===== src/rtl/core/mbsp_pkg.sv =====
`timescale 1ns / 1ps
`default_nettype none

package mbsp_pkg;

    // Message kinds reported on the result channel
    localparam logic [3:0] KIND_CLOCK     = 4'd0;
    localparam logic [3:0] KIND_START     = 4'd1;
    localparam logic [3:0] KIND_CONTINUE  = 4'd2;
    localparam logic [3:0] KIND_STOP      = 4'd3;
    localparam logic [3:0] KIND_SONG_POS  = 4'd4;
    localparam logic [3:0] KIND_PROGRAM   = 4'd5;
    localparam logic [3:0] KIND_NOTE_ON   = 4'd6;
    localparam logic [3:0] KIND_NOTE_OFF  = 4'd7;
    localparam logic [3:0] KIND_CONTROL   = 4'd8;

    // Status bytes
    localparam logic [7:0] ST_NONE        = 8'h00;
    localparam logic [7:0] ST_RT_FIRST    = 8'hF8;
    localparam logic [7:0] ST_CLOCK       = 8'hF8;
    localparam logic [7:0] ST_START       = 8'hFA;
    localparam logic [7:0] ST_CONTINUE    = 8'hFB;
    localparam logic [7:0] ST_STOP        = 8'hFC;
    localparam logic [7:0] ST_SONG_POS    = 8'hF2;
    localparam logic [7:0] ST_SYS_FIRST   = 8'hF0;

    // Channel voice status high nibbles
    localparam logic [3:0] HI_NOTE_OFF    = 4'h8;
    localparam logic [3:0] HI_NOTE_ON     = 4'h9;
    localparam logic [3:0] HI_CONTROL     = 4'hB;
    localparam logic [3:0] HI_PROGRAM     = 4'hC;
    localparam logic [3:0] HI_CHAN_PRESS  = 4'hD;
    localparam logic [3:0] HI_SYSTEM      = 4'hF;

    localparam int TDATA_W = 32;
    localparam int TUSER_W = 8;

    // Parser state carried from byte to byte
    typedef struct packed {
        logic [7:0] running_status;
        logic [6:0] first_data;
        logic       have_first;
    } parse_state_t;

    // One decoded message
    typedef struct packed {
        logic        valid;
        logic [3:0]  msg_kind;
        logic [3:0]  channel;
        logic [6:0]  data_one;
        logic [6:0]  data_two;
        logic [13:0] song_position;
    } parse_msg_t;

endpackage

`default_nettype wire


===== src/rtl/core/mbsp_decode.sv =====
`timescale 1ns / 1ps
`default_nettype none

module mbsp_decode (
    input  wire logic [7:0]            rx_byte,
    input  wire mbsp_pkg::parse_state_t state_cur,
    output mbsp_pkg::parse_state_t      state_nxt,
    output mbsp_pkg::parse_msg_t        msg
);
    import mbsp_pkg::*;

    logic [3:0] hi;
    logic [3:0] chan;

    assign hi   = state_cur.running_status[7:4];
    assign chan = state_cur.running_status[3:0];

    // Byte classification, state update and message build
    always_comb
    begin
        state_nxt = state_cur;
        msg       = '0;

        if (rx_byte >= ST_RT_FIRST)
        begin
            // real-time: never touches the parse
            case (rx_byte)
                ST_CLOCK:
                begin
                    msg.valid    = 1'b1;
                    msg.msg_kind = KIND_CLOCK;
                end
                ST_START:
                begin
                    msg.valid    = 1'b1;
                    msg.msg_kind = KIND_START;
                end
                ST_CONTINUE:
                begin
                    msg.valid    = 1'b1;
                    msg.msg_kind = KIND_CONTINUE;
                end
                ST_STOP:
                begin
                    msg.valid    = 1'b1;
                    msg.msg_kind = KIND_STOP;
                end
                default:
                begin
                    msg.valid = 1'b0;
                end
            endcase
        end
        else if (rx_byte[7])
        begin
            // status byte
            if (rx_byte == ST_SONG_POS)
            begin
                state_nxt.running_status = ST_SONG_POS;
                state_nxt.have_first     = 1'b0;
            end
            else if (rx_byte >= ST_SYS_FIRST)
            begin
                // other system common: pending first byte is left alone
                state_nxt.running_status = ST_NONE;
            end
            else
            begin
                state_nxt.running_status = rx_byte;
                state_nxt.have_first     = 1'b0;
            end
        end
        else if (state_cur.running_status == ST_SONG_POS)
        begin
            // song position pointer: LSB then MSB
            if (!state_cur.have_first)
            begin
                state_nxt.first_data = rx_byte[6:0];
                state_nxt.have_first = 1'b1;
            end
            else
            begin
                state_nxt.running_status = ST_NONE;
                state_nxt.have_first     = 1'b0;
                msg.valid                = 1'b1;
                msg.msg_kind             = KIND_SONG_POS;
                msg.song_position        = {rx_byte[6:0], state_cur.first_data};
            end
        end
        else if (state_cur.running_status != ST_NONE && hi != HI_CHAN_PRESS)
        begin
            if (hi == HI_PROGRAM)
            begin
                msg.valid    = 1'b1;
                msg.msg_kind = KIND_PROGRAM;
                msg.channel  = chan;
                msg.data_one = rx_byte[6:0];
            end
            else if (!state_cur.have_first)
            begin
                state_nxt.first_data = rx_byte[6:0];
                state_nxt.have_first = 1'b1;
            end
            else
            begin
                state_nxt.have_first = 1'b0;
                msg.channel          = chan;
                msg.data_one         = state_cur.first_data;
                msg.data_two         = rx_byte[6:0];
                // poly pressure and pitch bend pairs give nothing
                case (hi)
                    HI_NOTE_ON:
                    begin
                        msg.valid    = 1'b1;
                        msg.msg_kind = (rx_byte[6:0] == 7'd0) ? KIND_NOTE_OFF
                                                              : KIND_NOTE_ON;
                    end
                    HI_NOTE_OFF:
                    begin
                        msg.valid    = 1'b1;
                        msg.msg_kind = KIND_NOTE_OFF;
                    end
                    HI_CONTROL:
                    begin
                        msg.valid    = 1'b1;
                        msg.msg_kind = KIND_CONTROL;
                    end
                    default:
                    begin
                        msg.valid = 1'b0;
                    end
                endcase
            end
        end
    end

endmodule

`default_nettype wire


===== src/rtl/core/midi_byte_stream_parser_top.sv =====
`timescale 1ns / 1ps
`default_nettype none

// MIDI byte stream parser with running status. Each byte taken on the s_axis
// side passes through an input register, is decoded combinationally against
// the running status, and any resulting message lands in the output register
// for m_axis; the byte-to-byte state (running status, first data byte and its
// flag) is updated in that same decode cycle. A byte is accepted every clock
// while the result side keeps up, and its result is valid on m_axis once it
// has passed the input register and then the output register; throughput is
// set by the single decode stage. Bytes that give no message
// (status bytes, first data bytes, ignored real-time bytes) produce nothing
// on m_axis. Results carry the message kind in m_axis_tuser and the message
// fields in m_axis_tdata.
module midi_byte_stream_parser_top (
    input  wire logic                           clk,
    input  wire logic                           rst_n,
    input  wire logic                           s_axis_tvalid,
    output logic                                s_axis_tready,
    input  wire logic [7:0]                     s_axis_tdata,  // [7:0] rx_byte
    output logic                                m_axis_tvalid,
    input  wire logic                           m_axis_tready,
    // [3:0] channel, [10:4] data_one, [17:11] data_two, [31:18] song_position
    output logic [mbsp_pkg::TDATA_W-1:0]        m_axis_tdata,
    // [3:0] msg_kind, [7:4] zero
    output logic [mbsp_pkg::TUSER_W-1:0]        m_axis_tuser
);
    import mbsp_pkg::*;

    logic         in_valid_reg;
    logic [7:0]   in_byte_reg;
    parse_state_t state_reg;
    parse_state_t state_next;
    parse_msg_t   msg;
    logic         out_valid_reg;
    parse_msg_t   out_msg_reg;
    logic         out_free;
    logic         fire;

    // Stage handshake: decode when the result slot is free or draining
    assign out_free      = !out_valid_reg || m_axis_tready;
    assign fire          = in_valid_reg && out_free;
    assign s_axis_tready = !in_valid_reg || fire;

    // Input register
    always_ff @(posedge clk or negedge rst_n)
    begin
        if (!rst_n)
        begin
            in_valid_reg <= 1'b0;
        end
        else if (s_axis_tready)
        begin
            in_valid_reg <= s_axis_tvalid;
        end
    end

    always_ff @(posedge clk)
    begin
        if (s_axis_tvalid && s_axis_tready)
        begin
            in_byte_reg <= s_axis_tdata;
        end
    end

    // Decode
    mbsp_decode u_decode (
        .rx_byte   (in_byte_reg),
        .state_cur (state_reg),
        .state_nxt (state_next),
        .msg       (msg)
    );

    // Parser state
    always_ff @(posedge clk or negedge rst_n)
    begin
        if (!rst_n)
        begin
            state_reg <= '0;
        end
        else if (fire)
        begin
            state_reg <= state_next;
        end
    end

    // Result register
    always_ff @(posedge clk or negedge rst_n)
    begin
        if (!rst_n)
        begin
            out_valid_reg <= 1'b0;
        end
        else if (out_free)
        begin
            out_valid_reg <= fire && msg.valid;
        end
    end

    always_ff @(posedge clk)
    begin
        if (fire && msg.valid)
        begin
            out_msg_reg <= msg;
        end
    end

    assign m_axis_tvalid = out_valid_reg;
    assign m_axis_tdata  = {out_msg_reg.song_position, out_msg_reg.data_two,
                            out_msg_reg.data_one, out_msg_reg.channel};
    assign m_axis_tuser  = {4'd0, out_msg_reg.msg_kind};

`ifndef SYNTHESIS
    // running status is none, song position, or a channel voice status
    a_status_legal: assert property (@(posedge clk) disable iff (!rst_n)
        state_reg.running_status == ST_NONE ||
        state_reg.running_status == ST_SONG_POS ||
        (state_reg.running_status[7] && state_reg.running_status[7:4] != HI_SYSTEM))
        else $error("running status holds an illegal value");

    // no kind beyond control change is ever presented
    a_kind_range: assert property (@(posedge clk) disable iff (!rst_n)
        m_axis_tvalid |-> (m_axis_tuser[3:0] <= KIND_CONTROL))
        else $error("result kind out of range");

    // real-time and song position results carry no channel
    a_sys_no_chan: assert property (@(posedge clk) disable iff (!rst_n)
        (m_axis_tvalid && m_axis_tuser[3:0] <= KIND_SONG_POS) |->
            (m_axis_tdata[3:0] == 4'd0))
        else $error("system message carries a channel");

    // a byte that decodes to a message with a free slot shows up next cycle
    a_msg_emitted: assert property (@(posedge clk) disable iff (!rst_n)
        (fire && msg.valid) |=> m_axis_tvalid)
        else $error("decoded message lost");
`endif

endmodule

`default_nettype wire


===== config.mk =====
export PLATFORM = sky130hd
export DESIGN_NAME = midi_byte_stream_parser_top
export DESIGN_NICKNAME = d
export VERILOG_FILES = /design/src/rtl/core/mbsp_pkg.sv /design/src/rtl/core/mbsp_decode.sv /design/src/rtl/core/midi_byte_stream_parser_top.sv
export SDC_FILE = /design/constraint.sdc
export NUM_CORES = 1
export LEC_CHECK = 0
export BUFFER_PORTS_ARGS = -buffer_cell sky130_fd_sc_hd__buf_4
export CORE_MARGIN = 2
export CORE_UTILIZATION = 57
export DETAILED_ROUTE_END_ITERATION = 16
export PLACE_DENSITY = 0.9
export RECOVER_POWER = 50
export SKIP_LAST_GASP = 1
export SLEW_MARGIN = 25
export SYNTH_ARGS = -nofsm -noshare
export SYNTH_HDL_FRONTEND = slang
export SYNTH_HIERARCHICAL = 1
export SYNTH_SLANG_ARGS = --single-unit

===== constraint.sdc =====
create_clock -name clk -period 11.4 [get_ports clk]
set_input_delay 3.42 -clock clk [delete_from_list [all_inputs] [get_ports clk]]
set_output_delay 3.42 -clock clk [all_outputs]
set_load 0.005 [all_outputs]

# --- Word-level counts from Yosys, hierarchy flattened ---
# Cells that the tools add are included.
totals:
  reg_bits: 62
  in_bits: 12
  output_inout_bits: 42
  elab_cells: 83
op_classes:
  n_lt_le_gt_ge: 2
  eq_ne: 14
  mux: 29
  bitwise_logic: 5
  n_reduce_logical: 22
op_table:
  columns: ["cell", "count"]
  rows:
  - ["8-bit 2-to-1 mux", 8]
  - ["8-bit == test, second input constant", 6]
  - ["23-bit 2-to-1 mux", 2]
  - ["37-bit 2-to-1 mux", 1]
  - ["14-bit 2-to-1 mux", 2]
  - ["18-bit 2-to-1 mux", 1]
  - ["4-bit == test, second input constant", 4]
  - ["8-bit >= comparator, second input constant", 2]
  - ["16-bit 2-to-1 mux", 1]
  - ["5-bit 2-to-1 mux", 3]
  - ["7-bit 2-to-1 mux", 2]
  - ["4-bit case mux with 3 select lines", 1]
  - ["4-bit OR reduction", 3]
  - ["5-bit AND reduction", 2]
  - ["8-bit nonzero test", 1]
  - ["7-bit logical NOT", 1]
  - ["1-bit 2-to-1 mux", 7]
  - ["3-bit by 2-bit inequality test with 1-bit output, second input constant", 2]
  - ["2-bit case mux with 3 select lines", 1]
  - ["2-bit nonzero test", 3]
  - ["6-bit OR reduction", 1]
  - ["1-bit inverter", 5]
  - ["1-bit logical AND", 4]
  - ["4-bit inequality test, second input constant", 1]
  - ["6 further kinds", 8]

# --- Depth between registers and ports, before layout ---
logic_depth:
  word_depth: 10
  ltp_mapped: 8
  mapped_depth_nobuf: 6

# --- Cells and area by module ---
# Netlist, hierarchy kept.
modules_own_cells:
  columns: ["module", "n_inst", "cells_each", "area_each_um2"]
  rows:
  - ["midi_byte_stream_parser_top", 1, 93, 2104.5]
  - ["mbsp_decode", 1, 131, 825.8]

# --- Worst setup path before layout ---
# No wires, ideal clock.
synth_timing:
  path_kind: "input to output"
  startpoint: "input port m_axis_tready"
  endpoint: "output port s_axis_tready"
  arrival_time_ns: 3.712
  required_ns: 7.980
  path_slack_ns: 4.268
  cell_stages: 2
  path_buffers: 0
  path_cell_list: "and2b_2 -> nand2_1"
synth_via:
  elab_chain_cells: 3
synth_rtl:
  columns: ["element", "line", "text"]
  rows:
  - ["start, declared", "midi_byte_stream_parser_top.sv:22", "input wire logic m_axis_tready,"]
  - ["1-bit logical OR", "midi_byte_stream_parser_top.sv:41", "assign out_free = !out_valid_reg || m_axis_tready;"]
  - ["1-bit logical AND", "midi_byte_stream_parser_top.sv:42", "assign fire = in_valid_reg && out_free;"]
  - ["1-bit logical OR", "midi_byte_stream_parser_top.sv:43", "assign s_axis_tready = !in_valid_reg || fire;"]
  - ["end, declared", "midi_byte_stream_parser_top.sv:19", "output logic s_axis_tready,"]
# Every way passes these cells.

# --- Worst setup path in the final report ---
# Ends and elaborated chain as after synthesis.

==> impl_results.rst <==
.. list-table::
   :header-rows: 1

   * - Metric
     - Value
   * - Number of antenna violations at the first check in global routing
     - 0
   * - Post-route design area
     - 0.00340 sq mm
   * - Ratio of final minimum period to clock period
     - 64.7%
   * - Sum of routed wire length over all layers
     - 5.21 mm
   * - Number of flip-flops in the largest register
     - 32
   * - Weighted congestion at the end of routability-driven global placement
     - 0.904
   * - Total cell area at the placement stage
     - 0.00331 sq mm
   * - Number of failing hold endpoints at the final stage
     - 0
   * - Detailed-routing wirelength on met1
     - 2.19 mm
   * - Final worst hold slack
     - 0.536 ns
   * - N_diodes
     - 0
   * - Nets@finish
     - 285
   * - Max Buffers Root-to-Sink
     - 2
   * - Synth Instances
     - 224
   * - Critical Path RT
     - 7.98 ns
   * - Int Pwr
     - 0.470 mW
   * - Power per cell area
     - 202 mW/mm^2
   * - Category of the critical setup timing path
     - in -> out
   * - Pre-Repair DR Iteration Count
     - 4
   * - # setup viols final
     - 0
   * - Starting DRC count in detailed routing
     - 158
   * - Detail Route Antenna Nets
     - 0
   * - Share of power burned in combinational logic
     - 26.0%
   * - Die area
     - 0.00573 sq mm
   * - Max FO, Critical Path
     - 3
   * - Total global routing track utilization
     - 20.7%
   * - Gr ovfl total
     - 0
   * - Largest net degree at the start of global routing
     - 37
   * - Top post-synthesis cells by area
     - sky130_fd_sc_hd__edfxtp_1 45%, sky130_fd_sc_hd__dfrtp_1 15%, sky130_fd_sc_hd__and2_1 5.1%, sky130_fd_sc_hd__mux2_4 5.1%, sky130_fd_sc_hd__mux2_2 5.0%
   * - Amount of wire on met3 after detailed routing
     - 341 um
   * - Yosys reg bits
     - 62
   * - Distinct cell type count after synthesis
     - 48
   * - Initial Util
     - 58.1%
   * - Total of cells resized after clock tree synthesis
     - 0
   * - Area Overhead vs Synth
     - 16.1%
   * - Share of total power consumed by net switching
     - 31.7%
   * - Nature of the critical path startpoint
     - input port
   * - Worst skew pair latency
     - 0.34 ns
   * - Wire length per cell
     - 15.0 um
   * - Worst clock skew on the final layout
     - 0.00853 ns
   * - Leading register cell type out of synthesis
     - sky130_fd_sc_hd__edfxtp_1
   * - Worst hold stages
     - 2
   * - Number of flops mapped to enable cells by yosys
     - 44
   * - Count of pins on the block boundary
     - 54
   * - Number of warnings printed during yosys synthesis
     - 6
   * - Clock share of power
     - 22.2%
   * - Layout fillers
     - 401
   * - Worst max-slew margin expressed relative to the limit
     - 34.6%
   * - Part of the Yosys area used for sequential elements
     - 60.5%
   * - Power share of the sequential group
     - 51.8%
   * - Total number of vias
     - 1,917
   * - Cell at the root of the clock tree
     - sky130_fd_sc_hd__clkbuf_8
   * - Met2 WL
     - 2.53 mm
   * - Cell type contributing the most total cell area after synthesis
     - sky130_fd_sc_hd__edfxtp_1
   * - Row count
     - 26
   * - Via density per instance
     - 5.51
   * - Actual transition at the worst max-transition pin
     - 0.980 ns
   * - Hold buffer count at CTS
     - 0
   * - Unrepaired setup endpoints after global routing
     - false
   * - Number of buffers inserted during clock tree synthesis
     - 9
   * - Outcome
     - finished, final reports clean
   * - Fraction of registers with async set or reset after synthesis
     - 29.0%
   * - Number of global-route vias before repair
     - 1,737
   * - Register-to-Register Path Depth
     - 7
   * - Floorplan Core Area
     - 0.00504 sq mm
   * - Highest achievable clock rate
     - 136 MHz
   * - Critical path capture point type
     - output pin
   * - Die width
     - 75.7 um
   * - Wire length of the first global-routing pass
     - 8.36 mm
   * - Net Sw Power
     - 0.218 mW
   * - Highest Signal Layer
     - met4
   * - DRC violations left
     - 0
   * - Static Leakage
     - 1.30 nW
   * - Share of cells above drive strength 1
     - 29.5%
   * - Post-Synthesis Mean Instance Area
     - 13.1 sq um
   * - Slew Limit Fails
     - 0
   * - Setup bufs post-CTS
     - 0
   * - Clock tree from TritonCTS
     - done
   * - Arrival time at the worst endpoint
     - 3.96 ns
   * - Count of max-cap constraint violations
     - 0
   * - Height of the die
     - 75.7 um
   * - HPWL after DPL
     - 3.60 mm
   * - Top-area cell type share of the netlist area
     - 45.1%
   * - Clock-pin transition on the worst setup and hold timing paths
     - 0.06 ns
   * - Post-route minimum period
     - 7.38 ns
   * - Number of clock sinks seen by CTS
     - 62
   * - Final sum of negative setup slack
     - 0 ns
   * - Peak VDD IR
     - 107 uV
   * - Port Buf Inserts
     - 49
   * - Depth of the CTS H-tree
     - 3
   * - Worst min-delay path class
     - reg -> reg
   * - Netlist area before placement
     - 0.00293 sq mm
## synthesized netlist by cell type (5+ instances only)
cell type	n
sky130_fd_sc_hd__nand3_1	9
sky130_fd_sc_hd__dfrtp_1	18
sky130_fd_sc_hd__a21oi_1	14
sky130_fd_sc_hd__nand2_1	17
sky130_fd_sc_hd__mux2_4	10
sky130_fd_sc_hd__edfxtp_1	44
sky130_fd_sc_hd__nor2_1	8
sky130_fd_sc_hd__mux2_2	13
sky130_fd_sc_hd__and2_1	24
sky130_fd_sc_hd__clkbuf_1	5
## power groups by stage
stage | Sequential, mW | Combinational, mW | Clock, mW
floorplan | 0.332 | 0.167 | 0
global placement | 0.358 | 0.187 | 0
detailed placement | 0.361 | 0.194 | 0
CTS | 0.357 | 0.195 | 0.156
global route | 0.365 | 0.198 | 0.165
finish | 0.356 | 0.179 | 0.153
## placed cells by master, fill, tap and decap left out, types with 2 or more instances in the layout
cell and instances:
sky130_fd_sc_hd__a21o_1 2, sky130_fd_sc_hd__a21oi_1 14, sky130_fd_sc_hd__a22o_1 3, sky130_fd_sc_hd__a32o_1 2
sky130_fd_sc_hd__and2_0 19, sky130_fd_sc_hd__and2_1 5, sky130_fd_sc_hd__buf_4 40, sky130_fd_sc_hd__clkbuf_1 6
sky130_fd_sc_hd__clkbuf_4 9, sky130_fd_sc_hd__clkbuf_8 9, sky130_fd_sc_hd__clkinv_2 2, sky130_fd_sc_hd__conb_1 4
sky130_fd_sc_hd__dfrtp_1 18, sky130_fd_sc_hd__edfxtp_1 44, sky130_fd_sc_hd__inv_1 4, sky130_fd_sc_hd__mux2_1 9
sky130_fd_sc_hd__mux2_2 13, sky130_fd_sc_hd__nand2_1 18, sky130_fd_sc_hd__nand2b_1 3, sky130_fd_sc_hd__nand3_1 9
sky130_fd_sc_hd__nand3b_1 2, sky130_fd_sc_hd__nand4_1 2, sky130_fd_sc_hd__nor2_1 7, sky130_fd_sc_hd__nor3_1 4
sky130_fd_sc_hd__nor4_1 4, sky130_fd_sc_hd__o21ai_0 2, sky130_fd_sc_hd__o32ai_1 2, sky130_fd_sc_hd__or4_1 2
## stage by stage
step                util, %  total power, mW  instances  worst slack (ns)
global route           67.5            0.728        348              3.98
global placement       65.6            0.546        332              4.01
finish                 67.5            0.688        348              4.02
detailed placement     65.6            0.555        332              4.02
CTS                    68.6            0.708        348              4.01
floorplan                 -            0.499        227              4.27
## path summary, 6_finish.rpt
path | start | endpoint | slack (ns)
setup reg to reg | state_reg[12]$_DFFE_PN0P_ | m_axis_tdata[0]$_DFFE_PP_ | 8.40
setup / recovery | m_axis_tready | s_axis_tready | 4.02
min in group asynchronous | rst_n | state_reg[12]$_DFFE_PN0P_ | 3.22
hold / removal | m_axis_tvalid$_DFFE_PN0P_ | m_axis_tvalid$_DFFE_PN0P_ | 0.54
max in group asynchronous | rst_n | state_reg[11]$_DFFE_PN0P_ | 7.58
hold reg to reg | m_axis_tvalid$_DFFE_PN0P_ | m_axis_tvalid$_DFFE_PN0P_ | 0.54
## layout make-up
| type | instances | area (sq um) | share of cell area (%) |
|---|---|---|---|
| Clock buffer | 14 | 143 | 4.19 |
| Tap cell | 70 | 87.6 | 2.57 |
| Inverter | 4 | 15.0 | 0.441 |
| Sequential cell | 62 | 1770 | 52.1 |
| Timing Repair Buffer | 50 | 372 | 10.9 |
| Clock inverter | 2 | 10.0 | 0.294 |
| Multi-Input combinational cell | 146 | 1000 | 29.5 |
## critical path, cell delays in order
cell and delay [ns]:
sky130_fd_sc_hd__clkbuf_4 0.11, sky130_fd_sc_hd__and2b_2 0.21, sky130_fd_sc_hd__nand2_1 0.08, sky130_fd_sc_hd__buf_4 0.14
## cells by family after synthesis
| logic type | Yosys count | synth area share [%] |
|---|---|---|
| AO/OA/AOI/OAI | 33 | 8.33 |
| XOR/XNOR | 1 | 0.299 |
| buffers and inverters | 19 | 3.93 |
| flip-flops | 62 | 60.5 |
| multiplexers | 23 | 10.1 |
| other | 1 | 0.128 |
| AND/OR/NAND/NOR | 85 | 16.7 |
## routing by layer
metal  vias to the layer above  GRT usage (%)
met2                        85           30.8
li1                        915              -
met5                         -              0
met4                         0           13.6
met1                       905           26.8
met3                        12           5.29
Note: power is estimated with default switching activity, not from simulation.
